## src/rtl/ppu_pkg.sv

```systemverilog
`default_nettype none
package ppu_pkg;

  localparam int NUM_SLOTS = 8;
  localparam int NUM_SUBS  = 8;
  localparam int NUM_ENT   = NUM_SLOTS * NUM_SUBS;
  localparam int SLOT_W    = (NUM_SLOTS > 1) ? $clog2(NUM_SLOTS) : 1;
  localparam int SUB_W     = (NUM_SUBS > 1) ? $clog2(NUM_SUBS) : 1;
  localparam int ENT_W     = (NUM_ENT > 1) ? $clog2(NUM_ENT) : 1;
  localparam int QUEUE_DEPTH = 2;

  localparam logic signed [8:0] DRIFT_LIMIT = 9'sd25;

  localparam logic [15:0] RST_LIFETIME  = 16'd60;
  localparam logic [14:0] RST_SPEED     = 15'd8;
  localparam logic [14:0] RST_MIN_SPEED = 15'd8;
  localparam logic [15:0] RST_GRAVITY   = 16'd1;
  localparam logic [31:0] RST_SEED      = 32'd1;

  typedef enum logic [2:0] {
    CFG_LIFETIME  = 3'd0,
    CFG_SPEED     = 3'd1,
    CFG_MIN_SPEED = 3'd2,
    CFG_GRAVITY   = 3'd3,
    CFG_SEED      = 3'd4
  } cfg_idx_t;

  typedef enum logic [1:0] {
    OP_SPAWN = 2'd0,
    OP_DRIFT = 2'd1,
    OP_TICK  = 2'd2,
    OP_NOP   = 2'd3
  } op_t;

  typedef struct packed {
    op_t                op;
    logic signed [15:0] x;
    logic signed [15:0] y;
    logic signed [7:0]  sx;
    logic signed [7:0]  sy;
  } cmd_t;

  typedef struct packed {
    logic [15:0]        lifetime;
    logic [14:0]        speed;
    logic [14:0]        min_speed;
    logic signed [15:0] gravity;
    logic [31:0]        seed;
  } cfg_t;

  typedef struct packed {
    logic [15:0] px;
    logic [15:0] py;
    logic [15:0] vx;
    logic [15:0] vy;
  } kin_t;

  typedef struct packed {
    logic signed [8:0] dx;
    logic signed [8:0] dy;
  } drift_t;

  typedef enum logic [3:0] {
    ST_CLR,
    ST_IDLE,
    ST_SP_DRAW1,
    ST_SP_WAIT1,
    ST_SP_DRAW2,
    ST_SP_WAIT2,
    ST_DR_RD,
    ST_DR_WR,
    ST_TK_RD,
    ST_TK_WR,
    ST_ACK
  } back_state_t;

endpackage
`default_nettype wire

```

## src/rtl/ppu_front.sv

```systemverilog
`default_nettype none
// Takes input transfers, decodes the opcode and holds commands in a short queue.
module ppu_front (
  input  wire logic               clk,
  input  wire logic               rst_n,
  input  wire logic               in_valid,
  output logic                    in_ready,
  input  wire logic [1:0]         in_opcode,
  input  wire logic signed [15:0] in_spawn_x,
  input  wire logic signed [15:0] in_spawn_y,
  input  wire logic signed [7:0]  in_shift_x,
  input  wire logic signed [7:0]  in_shift_y,
  input  wire logic               clr_busy,
  output logic                    q_valid,
  input  wire logic               q_ready,
  output ppu_pkg::cmd_t           q_cmd
);

  ppu_pkg::cmd_t q_r [ppu_pkg::QUEUE_DEPTH];
  logic          wr_ptr_r, rd_ptr_r;
  logic [1:0]    cnt_r, cnt_nxt;
  logic          push, pop;
  ppu_pkg::cmd_t cmd_in;

  always_comb begin
    cmd_in.op = ppu_pkg::op_t'(in_opcode);
    cmd_in.x  = in_spawn_x;
    cmd_in.y  = in_spawn_y;
    cmd_in.sx = in_shift_x;
    cmd_in.sy = in_shift_y;
  end

  assign in_ready = !clr_busy && (cnt_r != 2'(ppu_pkg::QUEUE_DEPTH));
  assign push     = in_valid && in_ready;
  assign q_valid  = (cnt_r != 2'd0);
  assign pop      = q_valid && q_ready;
  assign q_cmd    = q_r[rd_ptr_r];

  always_comb begin
    cnt_nxt = cnt_r;
    if (push && !pop) begin
      cnt_nxt = cnt_r + 2'd1;
    end else if (pop && !push) begin
      cnt_nxt = cnt_r - 2'd1;
    end
  end

  always_ff @(posedge clk) begin
    if (!rst_n) begin
      wr_ptr_r <= 1'b0;
      rd_ptr_r <= 1'b0;
      cnt_r    <= '0;
    end else begin
      cnt_r <= cnt_nxt;
      if (push) begin
        wr_ptr_r <= !wr_ptr_r;
      end
      if (pop) begin
        rd_ptr_r <= !rd_ptr_r;
      end
    end
    if (push) begin
      q_r[wr_ptr_r] <= cmd_in;
    end
  end

endmodule
`default_nettype wire

```

## config.mk

```make
export PLATFORM = sky130hd
export DESIGN_NAME = ppu_front
export DESIGN_NICKNAME = d
export VERILOG_FILES = /design/src/rtl/ppu_pkg.sv /design/src/rtl/ppu_front.sv
export SDC_FILE = /design/constraint.sdc
export NUM_CORES = 1
export LEC_CHECK = 0
export BUFFER_PORTS_ARGS = -buffer_cell sky130_fd_sc_hd__buf_4
export CAP_MARGIN = 10
export CORE_ASPECT_RATIO = 1.4
export CORE_MARGIN = 2
export CORE_UTILIZATION = 46
export CTS_CLUSTER_SIZE = 20
export DETAILED_ROUTE_END_ITERATION = 10
export PLACE_DENSITY = 0.75
export SLEW_MARGIN = 20
export SYNTH_ARGS = -nofsm -noshare
export SYNTH_HDL_FRONTEND = slang
export SYNTH_SLANG_ARGS = --single-unit
```

## constraint.sdc

```tcl
create_clock -name clk -period 3.3 [get_ports clk]
set_input_delay 0.33 -clock clk [delete_from_list [all_inputs] [get_ports clk]]
set_output_delay 0.33 -clock clk [all_outputs]
set_load 0.02 [all_outputs]
```

==> Word-level counts from Yosys, hierarchy flattened <==
Memory sizes are Yosys's and may differ from the RTL's. A register that Yosys moved wholly into a read port is not among the register bits.
Cells that the tools add are included.
{ "word_totals": {"memories": 1, "ram_bits": 100, "input_bits": 55, "reg_bits": 4, "word_cells": 25, "out_inout_bits": 52} }
{ "classes": {"muxes": 6, "reduce_logical": 12, "eq_ne": 1, "n_addsub": 2} }
{ "mem_list": {"columns": ["name", "depth", "width", "rd", "rd_clocked_by_memory_dff", "wr", "line_no", "source"], "rows": [
  ["q_r", 2, 50, 1, 1, 1, "ppu_front.sv:19", "ppu_pkg::cmd_t q_r [ppu_pkg::QUEUE_DEPTH];"]
]} }
{ "op_table": {"columns": ["operator", "count"], "rows": [
  ["1-bit logical AND", 5],
  ["1-bit logical NOT", 5],
  ["1-bit 2-to-1 mux", 4],
  ["2-bit 2-to-1 mux", 2],
  ["2-bit nonzero test", 2],
  ["2-bit by 1-bit adder with 2-bit output, second input constant", 1],
  ["2-bit != test, second input constant", 1],
  ["2-bit by 1-bit subtractor with 2-bit output, second input constant", 1]
]} }

==> Longest topological paths before layout <==
Gate-level depths: netlist of run 1.
{ "depth": {"ltp_word": 7, "mapped_depth": 6, "mapped_depth_nobuf": 6} }

==> Worst setup path after synthesis of run 1 <==
Ideal clock, no wire load.
{ "synth_timing": {"path_kind": "register -> register", "startpoint": "register cnt_r[0]", "endpoint": "memory q_r[0][0] (netlist bit) (enable)", "synth_period_minus_slack_ns": 3.465, "setup_time_ns": 0.464, "path_slack_ns": -0.165, "t_required_ns": 2.836, "n_path_buf": 0, "path_stages_with_launch": 4, "arrival_time_ns": 3.001, "path_cell_list": "dfxtp_1 > nor2b_1 > nor3b_2 > nor2b_1"} }
{ "synth_between": {"elab_chain_cells": 5} }
{ "synth_rtl": {"columns": ["item", "line_no", "source"], "rows": [
  ["start, declared", "ppu_front.sv:21", "logic [1:0] cnt_r, cnt_nxt;"],
  ["start signal, assigned", "ppu_front.sv:54", "cnt_r <= cnt_nxt;"],
  ["2-bit != test", "ppu_front.sv:33", "assign in_ready = !clr_busy && (cnt_r != 2'(ppu_pkg::QUEUE_DEPTH));"],
  ["1-bit logical AND", "ppu_front.sv:33", null],
  ["1-bit logical AND", "ppu_front.sv:34", "assign push = in_valid && in_ready;"],
  ["net push", "ppu_front.sv:22", "logic push, pop;"],
  ["1-bit 2-to-1 mux", "ppu_front.sv:62", "if (push) begin"],
  ["1-bit 2-to-1 mux (not written as such)", "ppu_front.sv:63", "q_r[wr_ptr_r] <= cmd_in;"],
  ["end, declared", "ppu_front.sv:19", null]
]} }
The timed path passes the listed nets, and every way through them passes these cells.

==> impl_results.md, run 1 <==
* Via count at 1,959
* Hold slack final at 180.6 ps
* H-tree level count at 3
* Final #Nets at 352
* Number of global-route vias before repair at 2,004
* Unique masters post-synth at 21
* Standard-cell rows at 39
* Max-slew headroom at 53.47%
* Asr flop ratio synth at 0%
* Mean number of vias per cell at 4.861
* Commonest cells in the netlist: edfxtp_1, mux2_2, buf_2, dfxtp_1
* Hold path start: in_shift_y[7]
* Worst Skew at 4.985 ps
* Placed Instance Area at 0.004785 mm^2
* Post-DP HPWL at 4.275 mm
* Leakage at 1.868 nW
* Count leader, synth: edfxtp_1
* Final Hold Fails at 0
* Register area share after synthesis at 80.86%
* Part of the cycle the worst path needs at 70.19%
* Crit path max fanout at 24
* Worst-margin pin slew at 697.9 ps
* Top FF cell, synth: edfxtp_1
* Worst flop-to-flop path startpoint: cnt_r[0]
* Layout cells sized above 1 at 58.47%
* First-pass GRT wire length at 9.404 mm
* Worst skew pair latency at 330 ps
* Die Area at 0.009099 mm^2
* Share of the synthesized area in the top cell type at 78.25%
* # IOs at 107
* Gpl congestion at 0.7180
* Power Density at 723.7 mW/mm^2
* Max-slew violations at 0
* Synth Area per Inst at 21.20 um^2
* Postcts setup bufs at 0
* Syn Std Cell Area at 0.003837 mm^2
* Syn_nets at 237
* Clock slew seen by the registers of the worst setup and hold paths at 70 ps
* Worst Setup End Kind: output port
* GR Util All Layers at 14.38%
* Antenna Cells at 0
* Post-cts gate resize count at 0
* MaxCap Viol Count at 0
* Initial Utilization at 47.09%
* Core ar. at 0.008149 mm^2
* Number of buffers created by CTS at 9
* 1st-iter DRT viols at 125
* DR pass1 iterations at 4
* Setup TNS at 0 ps
* Peak Freq at 431.7 MHz
* Hold Buf Count CTS at 0
* Synth-to-layout area growth at 31.95%
* Final setup violation count at 0
* Clock root buffer: clkbuf_16
* Initial antenna violation count at 0
* Dpl cells at 387
* Fillers at 591
* Top cells by area, synth: edfxtp_1, mux2_2, dfxtp_1
* Remaining global-route overflow at 0
* Die Height at 112.1 um
* Post-synth EDFFs at 100
* Post-layout min period at 2316 ps
* Drt wl/cell at 15.58 um
* Die Wd at 81.19 um
* DRC viols at 0
* Status: complete, no violations
* Worst Path Arrival at 1990 ps
* CTS max path bufs at 2
* Synth warnings at 0
* Clk sinks at 105
* CTS tree: done
* Number of port buffers at 106
* Routed Antenna Nets at 0
* Worst Setup Start Kind: register
* Maximum vdd ir drop at 0.6163 mV
* Largest net degree at the start of global routing at 51
* Critical Path RT at 2970 ps
* Post-Layout Cell Count at 403
* Yosys reg bits at 105
* Area leader, netlist: edfxtp_1
* HP Class: input pin to register
* Final WL at 6.277 mm
* Setup CP Type: register to output port
* Design area at 0.005064 mm^2
* Unrepaired setup endpoints after global routing: no
* Post-Syn Instances at 181
==> path summary, 6_finish.rpt <==
| path | cells after the start | end | slack [ps] |
|---|---|---|---|
| max | 3 | q_cmd[40] | 980 |
| max reg2reg | 4 | q_r[1][31] | 1240 |
| min | 1 | q_r[0][7] | 180 |
| min reg2reg | 2 | cnt_r[1] | 520 |
==> worst max-delay path, stage by stage, from the launching register on <==
cell and delay (ps):
dfxtp_2 690, buf_4 400, mux2_2 390, buf_4 160
==> layer usage <==
metal,global-route usage (%),share of wire [%],vias to the layer above
met1,15.61,37,936
li1,-,-,937
met2,24.41,53,70
met5,0,0,-
met3,3.939,6.2,16
met4,8.814,3.6,0
==> stage by stage <==
stage               setup slack, ps  power [mW]  util (%)
finish                        983.6       3.664     62.14
global route                  864.8       3.822     62.14
CTS                           922.3       3.709     62.14
detailed placement             1229       2.752     58.71
global placement               1295       2.738     58.71
floorplan                     778.3       2.328         -
==> sequential cells by signal, summed over array words and instances (netlist names), named ones only <==
register and flops:
wr_ptr_r 1, rd_ptr_r 1, cnt_r 2, q_r 100
==> final cells by class <==
cell class / count / area [um^2] / area share, %
timing repair buffer: 110 / 838.3 / 16.56
multi-input combinational: 70 / 714.4 / 14.11
clock buffer: 9 / 225.2 / 4.448
tap: 102 / 127.6 / 2.520
sequential: 105 / 3104 / 61.30
clock inverter: 7 / 53.80 / 1.063
==> power breakdown <==
part	total [mW]	leakage, nW	internal [mW]	switching (mW)
clock network	0.958	0.130	0.517	0.441
logic	1.03	0.780	0.520	0.512
registers	1.67	0.958	1.59	0.0807
==> kinds of logic (layout without fill, tap and decap cells) <==
family | count (synthesis) | count (layout) | synth area share [%]
adder cells (fa/ha/maj) | 1 | 1 | 0.3260
AO/OA/AOI/OAI | 3 | 3 | 0.4563
multiplexers | 51 | 51 | 14.93
flip-flops | 105 | 105 | 80.86
XOR/XNOR | 3 | 3 | 0.6848
buffers and inverters | 6 | 126 | 0.7497
AND/OR/NAND/NOR | 12 | 12 | 1.989
==> cell usage in the layout, fill, tap and decap left out, drive strengths merged <==
master / instances
buf: 110
edfxtp: 100
mux2: 50
clkbuf: 9
dfxtp: 5
and2: 4
inv: 3
xnor2: 2
clkinvlp: 2
nor2b: 2
o21ai: 2
clkinv: 2
nor3b: 1
nor2: 1
or2: 1
nand2: 1
nand2b: 1
mux2i: 1
xor2: 1
or3: 1
a21boi: 1
ha: 1
Note: power is estimated with default switching activity, not from simulation.
==> run 2, diff against run 1 <==
--- a/config.mk
+++ b/config.mk
@@ -5,14 +5,15 @@
 export SDC_FILE = /design/constraint.sdc
 export NUM_CORES = 1
 export LEC_CHECK = 0
+export ABC_AREA = 1
 export BUFFER_PORTS_ARGS = -buffer_cell sky130_fd_sc_hd__buf_4
 export CAP_MARGIN = 10
 export CORE_ASPECT_RATIO = 1.4
 export CORE_MARGIN = 2
-export CORE_UTILIZATION = 46
+export CORE_UTILIZATION = 52
 export CTS_CLUSTER_SIZE = 20
 export DETAILED_ROUTE_END_ITERATION = 10
-export PLACE_DENSITY = 0.75
+export PLACE_DENSITY = 0.79
 export SLEW_MARGIN = 20
 export SYNTH_ARGS = -nofsm -noshare
 export SYNTH_HDL_FRONTEND = slang
==> constraint.sdc (replaced) <==
create_clock -name clk -period 2.3 [get_ports clk]
set_input_delay 0.23 -clock clk [delete_from_list [all_inputs] [get_ports clk]]
set_output_delay 0.23 -clock clk [all_outputs]
set_load 0.02 [all_outputs]
==> run 2 against run 1 <==
  * Sequential share of layout area is 1.6 points lower
  * Die area is 4.7% lower
  * Synthesized cell count is 8.8% higher
  * Combinational power is 7% higher
  * Power is 19% higher
  * Cell count is 4.0% higher
  * Final area is 2.8% higher
==> impl_results.md, run 2 <==
* Top FF cell, synth: edfxtp_1
* DRC viols at 0 (unchanged)
* Post-layout min period at 1925 ps
* Total power draw at 4.359 mW (+19%)
* Largest net degree at the start of global routing at 23 (-55%)
* CTS tree: done
* Area leader, netlist: edfxtp_1
* HP Class: input pin to register
* Leakage at 2.061 nW (+10%)
* Biggest regs: q_r (100), cnt_r (2)
* Setup CP Type: register to output port
* Standard-cell rows at 38 (-2.6%)
* Unique masters post-synth at 14 (-33%)
* First-pass GRT wire length at 10.32 mm (+9.8%)
* Fillers at 542 (-8.3%)
* Initial Utilization at 53.54% (+6.5 points)
* Peak Freq at 519.5 MHz
* CP most frequent cell: buf_4
* Worst Hold Depth at 1 (unchanged)
* Most frequent cells in the layout: buf_4, edfxtp_1, mux2_4
* Number of global-route vias before repair at 2,120 (+5.8%)
* DR pass1 iterations at 4 (unchanged)
* Mean number of vias per cell at 4.947 (+1.8%)
* Worst Path Arrival at 1690 ps (-300 ps)
* Post-Syn Instances at 197 (+8.8%)
* Layout cells sized above 1 at 56.11% (-2.4 points)
* Final #Nets at 371 (+5.4%)
* Sw frac at 26.75% (-1.5 points)
* Postcts setup bufs at 0 (unchanged)
* Status: complete, no violations
* Drt wl/cell at 16.48 um (+5.8%)
* Remaining global-route overflow at 0 (unchanged)
* Synth-to-layout area growth at 26.27%
* Part of the cycle the worst path needs at 83.69%
* Worst Setup Slack, final at 375.1 ps (-608.5 ps)
* CP max stage cell: dfxtp_4
* Maximum vdd ir drop at 0.5804 mV (-5.8%)
* Crit path max fanout at 19 (-21%)
* H-tree level count at 3 (unchanged)
* Hold Buf Count CTS at 0 (unchanged)
* # IOs at 107 (unchanged)
* Post-synth EDFFs at 100 (unchanged)
* Number of port buffers at 106 (unchanged)
* Die Wd at 79.27 um (-2.4%)
* 1st-iter DRT viols at 92 (-26%)
* Via count at 2,073 (+5.8%)
* Clk sinks at 105 (unchanged)
* CTS max path bufs at 2 (unchanged)
* Final setup violation count at 0 (unchanged)
* Routed Antenna Nets at 0 (unchanged)
* Design area at 0.005207 mm^2 (+2.8%)
* Die Height at 109.4 um (-2.4%)
* Power Internal at 3.193 mW (+21%)
* GR Util All Layers at 16.53% (+2.1 points)
* Syn Std Cell Area at 0.004124 mm^2 (+7.5%)
* Critical Path RT at 2070 ps (-900 ps)
* Final Hold Fails at 0 (unchanged)
* Post-DP HPWL at 4.996 mm (+17%)
* Unrepaired setup endpoints after global routing: no
* Worst-margin pin slew at 483.7 ps (-214.2 ps)
* Reg2Reg Depth at 5 (+1)
* Worst Setup End Kind: output port
* Core ar. at 0.007702 mm^2 (-5.5%)
* Synth warnings at 0 (unchanged)
* Clock root buffer: clkbuf_8
* Clock slew seen by the registers of the worst setup and hold paths at 90 ps (+20 ps)
* Cell family with most CP delay: flip-flops
* Met3 Usage GRT at 4.269% (+0.33 points)
* Worst Setup Start Kind: register
* Max-slew headroom at 67.67% (+14 points)
* Worst path max stage delay at 580 ps (-110 ps)
* Dpl ws at 607.6 ps (-621.8 ps)
* Antenna Cells at 0 (unchanged)
* Sw Pwr at 1.166 mW (+13%)
* Met2 Track Usage GR at 30.27% (+5.9 points)
* Busiest grt layer: met2
* MaxCap Viol Count at 0 (unchanged)
* Clock power share at 22.0% (-4.2 points)
* Count leader, synth: edfxtp_1
* Setup TNS at 0 ps (unchanged)
* Worst path depth at 3 (unchanged)
* Commonest non-fill, non-tap cell in the layout: buf_4
* CP bufs+invs at 2 (unchanged)
* Syn_nets at 253 (+6.8%)
* Max-slew violations at 0 (unchanged)
* Placed Instance Area at 0.005047 mm^2 (+5.5%)
* Register area share after synthesis at 75.24% (-5.6 points)
* Initial antenna violation count at 0 (unchanged)
* Synth Area per Inst at 20.93 um^2 (-1.3%)
* Max reg flops at 100 (unchanged)
* Die Area at 0.008669 mm^2 (-4.7%)
* Worst Skew at 11.28 ps (+6.299 ps)
* Commonest cells in the netlist: edfxtp_1, mux2_4, inv_1, nand2_1, nor2_1
* Post-cts gate resize count at 0 (unchanged)
* Most flops, register: q_r
* Asr flop ratio synth at 0% (unchanged)
* Yosys reg bits at 105 (unchanged)
* Comb pwr share at 25.2% (-3.0 points)
* Power Density at 837.1 mW/mm^2 (+16%)
* Share of the synthesized area in the top cell type at 72.82% (-5.4 points)
* Gpl congestion at 0.6971 (-2.9%)
* Final WL at 6.905 mm (+10%)
* Top cells by area, synth: edfxtp_1, mux2_4, buf_12
* Worst skew pair latency at 350 ps (+20 ps)
* Sequential Power Share at 52.9% (+7.2 points)
* Number of buffers created by CTS at 9 (unchanged)
* GR Util met1 at 18.02% (+2.4 points)
* Worst-path cell chain: buf_4, mux2_4, buf_4
-- run 2: through the flow --
step	cells	util, %	hold slack, ps
after floorplan	197	-	328.9
after global placement	404	65.53	415.6
after detailed placement	404	65.53	418.2
after CTS	419	67.61	39.43
after global routing	419	67.61	28.89
final	419	67.61	59.92
-- run 2: cell families after synthesis --
kind of cell             after synthesis  synth area share, %
AO/OA/AOI/OAI                          4               0.5461
adder cells (fa/ha/maj)                1               0.3033
multiplexers                          50                18.20
AND/OR/NAND/NOR                       20                2.002
buffers and inverters                 17                3.702
flip-flops                           105                75.24
-- run 2: cell type report --
type	instances	area, um^2	area share (%)
sequential	105	3107	59.66
inverter	11	41.29	0.7929
clock buffer	10	127.6	2.451
timing repair buffer	113	898.4	17.25
clock inverter	5	32.53	0.6247
multi-input combinational	75	875.8	16.82
tap	100	125.1	2.403
-- run 2: path summary, 6_finish.rpt --
path                      start    endpoint  slack [ps]
hold / removal    in_spawn_y[0]  q_r[0][16]          60
setup / recovery       register   q_cmd[48]         380
setup reg to reg       cnt_r[0]  q_r[1][34]         610
hold reg to reg        rd_ptr_r    register         520
-- run 2: per-layer routing --
metal / vias to the layer above / part of all wire [%]
met5: - / 0
met4: 0 / 1.3
met3: 7 / 5.3
met2: 62 / 56
met1: 1024 / 37
li1: 980 / -
-- run 2: worst register-to-register path: stages (launching register included) --
cell and delay [ps]:
dfxtp_1 360, inv_1 110, nand2_1 110, nand4_1 140, inv_2 410, buf_4 290
-- run 2: power groups by stage --
stage	clock network, mW	logic, mW	registers [mW]
2_1_floorplan	0	0.792	2.30
3_3_place_gp	0	1.09	2.34
3_5_place_dp	0	1.11	2.35
4_1_cts	0.987	1.11	2.31
5_1_grt	1.05	1.16	2.32
6_report	0.957	1.10	2.30
==> run 3, diff against run 2 <==
==> constraint.sdc (replaced) <==
create_clock -name clk -period 1.8 [get_ports clk]
set_input_delay 0.18 -clock clk [delete_from_list [all_inputs] [get_ports clk]]
set_output_delay 0.18 -clock clk [all_outputs]
set_load 0.02 [all_outputs]
==> run 3 against run 2 <==
  * Power grew 40%
  * Hold slack gained 27 ps
  * Critical path depth is the same
  * Via count grew 9.6%
  * Critical endpoint is now q_cmd[20]
  * Clock power grew 75%
  * Die area is the same
  * Global-route usage grew 1.7 points
  * Non-clock buffer count grew 47
  * Final area grew 11%
  * Sequential power grew 26%
  * Sequential share of layout area shrank 5.7 points
  * Highest routed layer unchanged
==> impl_results.md, run 3 (same netlist as run 2, synthesis figures left out) <==
* Status: complete, no violations
* Post-layout min period at 1702 ps
* Die Area at 0.008669 mm^2 (unchanged)
* Power Density at 1060 mW/mm^2 (+27%)
* Maximum vdd ir drop at 0.6578 mV (+13%)
* First-pass GRT wire length at 11.40 mm (+10%)
* Commonest non-fill, non-tap cell in the layout: buf_4
* Part of the cycle the worst path needs at 94.54%
* Leakage at 2.284 nW (+11%)
* DR pass1 iterations at 4 (unchanged)
* Flop2flop setup slack at 270 ps (-340 ps)
* Most frequent cells in the layout: buf_4, edfxtp_1, mux2_4, dlygate4sd3_1
* Fillers at 489 (-9.8%)
* Post-DP HPWL at 4.701 mm (-5.9%)
* Mean number of vias per cell at 4.863 (-1.7%)
* RR Endpoint: cnt_r[1]
* Number of global-route vias before repair at 2,352 (+11%)
* Worst skew pair latency at 360 ps (about the same)
* Cell family with most CP delay: buffers and inverters
* GR Util All Layers at 18.28% (+1.7 points)
* CTS tree: done
* Post-cts gate resize count at 0 (unchanged)
* Initial antenna violation count at 0 (unchanged)
* Worst flop-to-flop path startpoint: cnt_r[0]
* MaxCap Viol Count at 0 (unchanged)
* Number of port buffers at 106 (unchanged)
* Antenna Cells at 0 (unchanged)
* DRC viols at 0 (unchanged)
* Total power draw at 6.107 mW (+40%)
* Hold Crit Endpoint: cnt_r[1]
* Final WL at 7.717 mm (+12%)
* Clk sinks at 105 (unchanged)
* Final Hold Fails at 0 (unchanged)
* Remaining global-route overflow at 0 (unchanged)
* Max-slew headroom at 79.82% (+12 points)
* Hold path start: rst_n
* Max reg flops at 100 (unchanged)
* Initial Utilization at 53.54% (unchanged)
* Reg2Reg Depth at 10 (+5)
* Clock root buffer: clkbuf_8
* Setup CP Type: register to output port
* Most flops, register: q_r
* Die Wd at 79.27 um (unchanged)
* Worst Setup Start Kind: register
* Peak Freq at 587.7 MHz
* Number of buffers created by CTS at 9 (unchanged)
* HP Class: input pin to register
* Worst Setup End Kind: output port
* Unrepaired setup endpoints after global routing: no
* Routed Antenna Nets at 0 (unchanged)
* CP max stage cell: dfxtp_4
* Worst Hold Depth at 3 (+2)
* Worst Path Arrival at 1520 ps (-170 ps)
* H-tree level count at 3 (unchanged)
* Setup TNS at 0 ps (unchanged)
* Worst path max stage delay at 360 ps (-220 ps)
* # IOs at 107 (unchanged)
* Max-slew violations at 0 (unchanged)
* Clock slew seen by the registers of the worst setup and hold paths at 90 ps (about the same)
* Synth-to-layout area growth at 39.65%
* Standard-cell rows at 38 (unchanged)
* Die Height at 109.4 um (unchanged)
* CP bufs+invs at 2 (unchanged)
* Via count at 2,271 (+9.6%)
* Worst Skew at 9.323 ps (-1.960 ps)
* Final setup violation count at 0 (unchanged)
* Drt wl/cell at 16.52 um (+0.27%)
* Worst-path cell chain: buf_4, mux2_4, buf_4
* Biggest regs: q_r (100), cnt_r (2)
* Largest net degree at the start of global routing at 51 (+120%)
* Gpl congestion at 0.7113 (+2.0%)
* Critical Path RT at 1620 ps (-450 ps)
* CTS max path bufs at 2 (unchanged)
* Crit path max fanout at 16 (-3)
* 1st-iter DRT viols at 116 (+26%)
* Finished Core Util at 74.77% (+7.2 points)
* CP most frequent cell: buf_4
* Final #Nets at 418 (+13%)
* Layout cells sized above 1 at 48.50% (-7.6 points)
* Core ar. at 0.007702 mm^2 (unchanged)
* Worst-margin pin slew at 302.7 ps (-181.1 ps)
run 3: cell types whose count changed in the layout (fill, tap and decap cells not counted):
cell           change
clkinv_4           +2
inv_6              -1
bufinv_16          +3
dlygate4sd3_1     +50
inv_2              -1
buf_4              -2
buf_12             -1
clkbuf_1           -1
clkinv_2           -1
run 3: area by class of cell:
cell class              count  area, um^2  area share (%)
well taps                 100       125.1           2.172
inverters                  11       45.04          0.7821
multi-input cells          75       875.8           15.21
flip-flops and latches    105        3107           53.94
clock buffers               9       123.9           2.151
clock inverters             7       118.9           2.064
repair buffers            160        1364           23.68
run 3: per-layer routing:
| layer | global-route usage, % | routed length (um) | vias up |
|---|---|---|---|
| li1 | - | - | 1071 |
| met1 | 18.86 | 2768 | 1116 |
| met2 | 34.62 | 4465 | 67 |
| met3 | 2.053 | 232 | 17 |
| met4 | 11.70 | 249 | 0 |
| met5 | 0 | 0 | - |
run 3: timing repair:
item / in CTS / in global routing
hold buffers: 49 / 1
endpoints found under the hold margin: 98 / 2
setup buffers: 0 / 0
run 3: worst min-delay path: stages:
cell	delay, ps
buf_4	130
nand2_1	60
nor2_1	40
run 3: how the worst max path moves through the flow:
stage,start,end,cells after the start
2_1_floorplan,cnt_r[0],q_r[0][0],4
3_3_place_gp,cnt_r[0],cnt_r[1],10
3_5_place_dp,cnt_r[0],cnt_r[1],10
4_1_cts,register,q_cmd[19],3
5_1_grt,register,q_cmd[44],3
6_report,register,q_cmd[20],3
run 3: report_power, final:
group	internal (mW)	switching, mW
Sequential	2.85	0.0555
Combinational	0.796	0.738
Clock	0.922	0.748
Total	4.57	1.54
run 3: through the flow:
stage	hold WS, ps	cell area (um^2)	worst slack (ps)	instances
2_1_floorplan	278.9	4135	1.404	197
3_3_place_gp	365.8	5016	393.9	401
3_5_place_dp	368.4	5016	280.6	401
4_1_cts	1.104	5749	60.43	466
5_1_grt	83.48	5759	32.34	467
6_report	86.91	5759	98.33	467
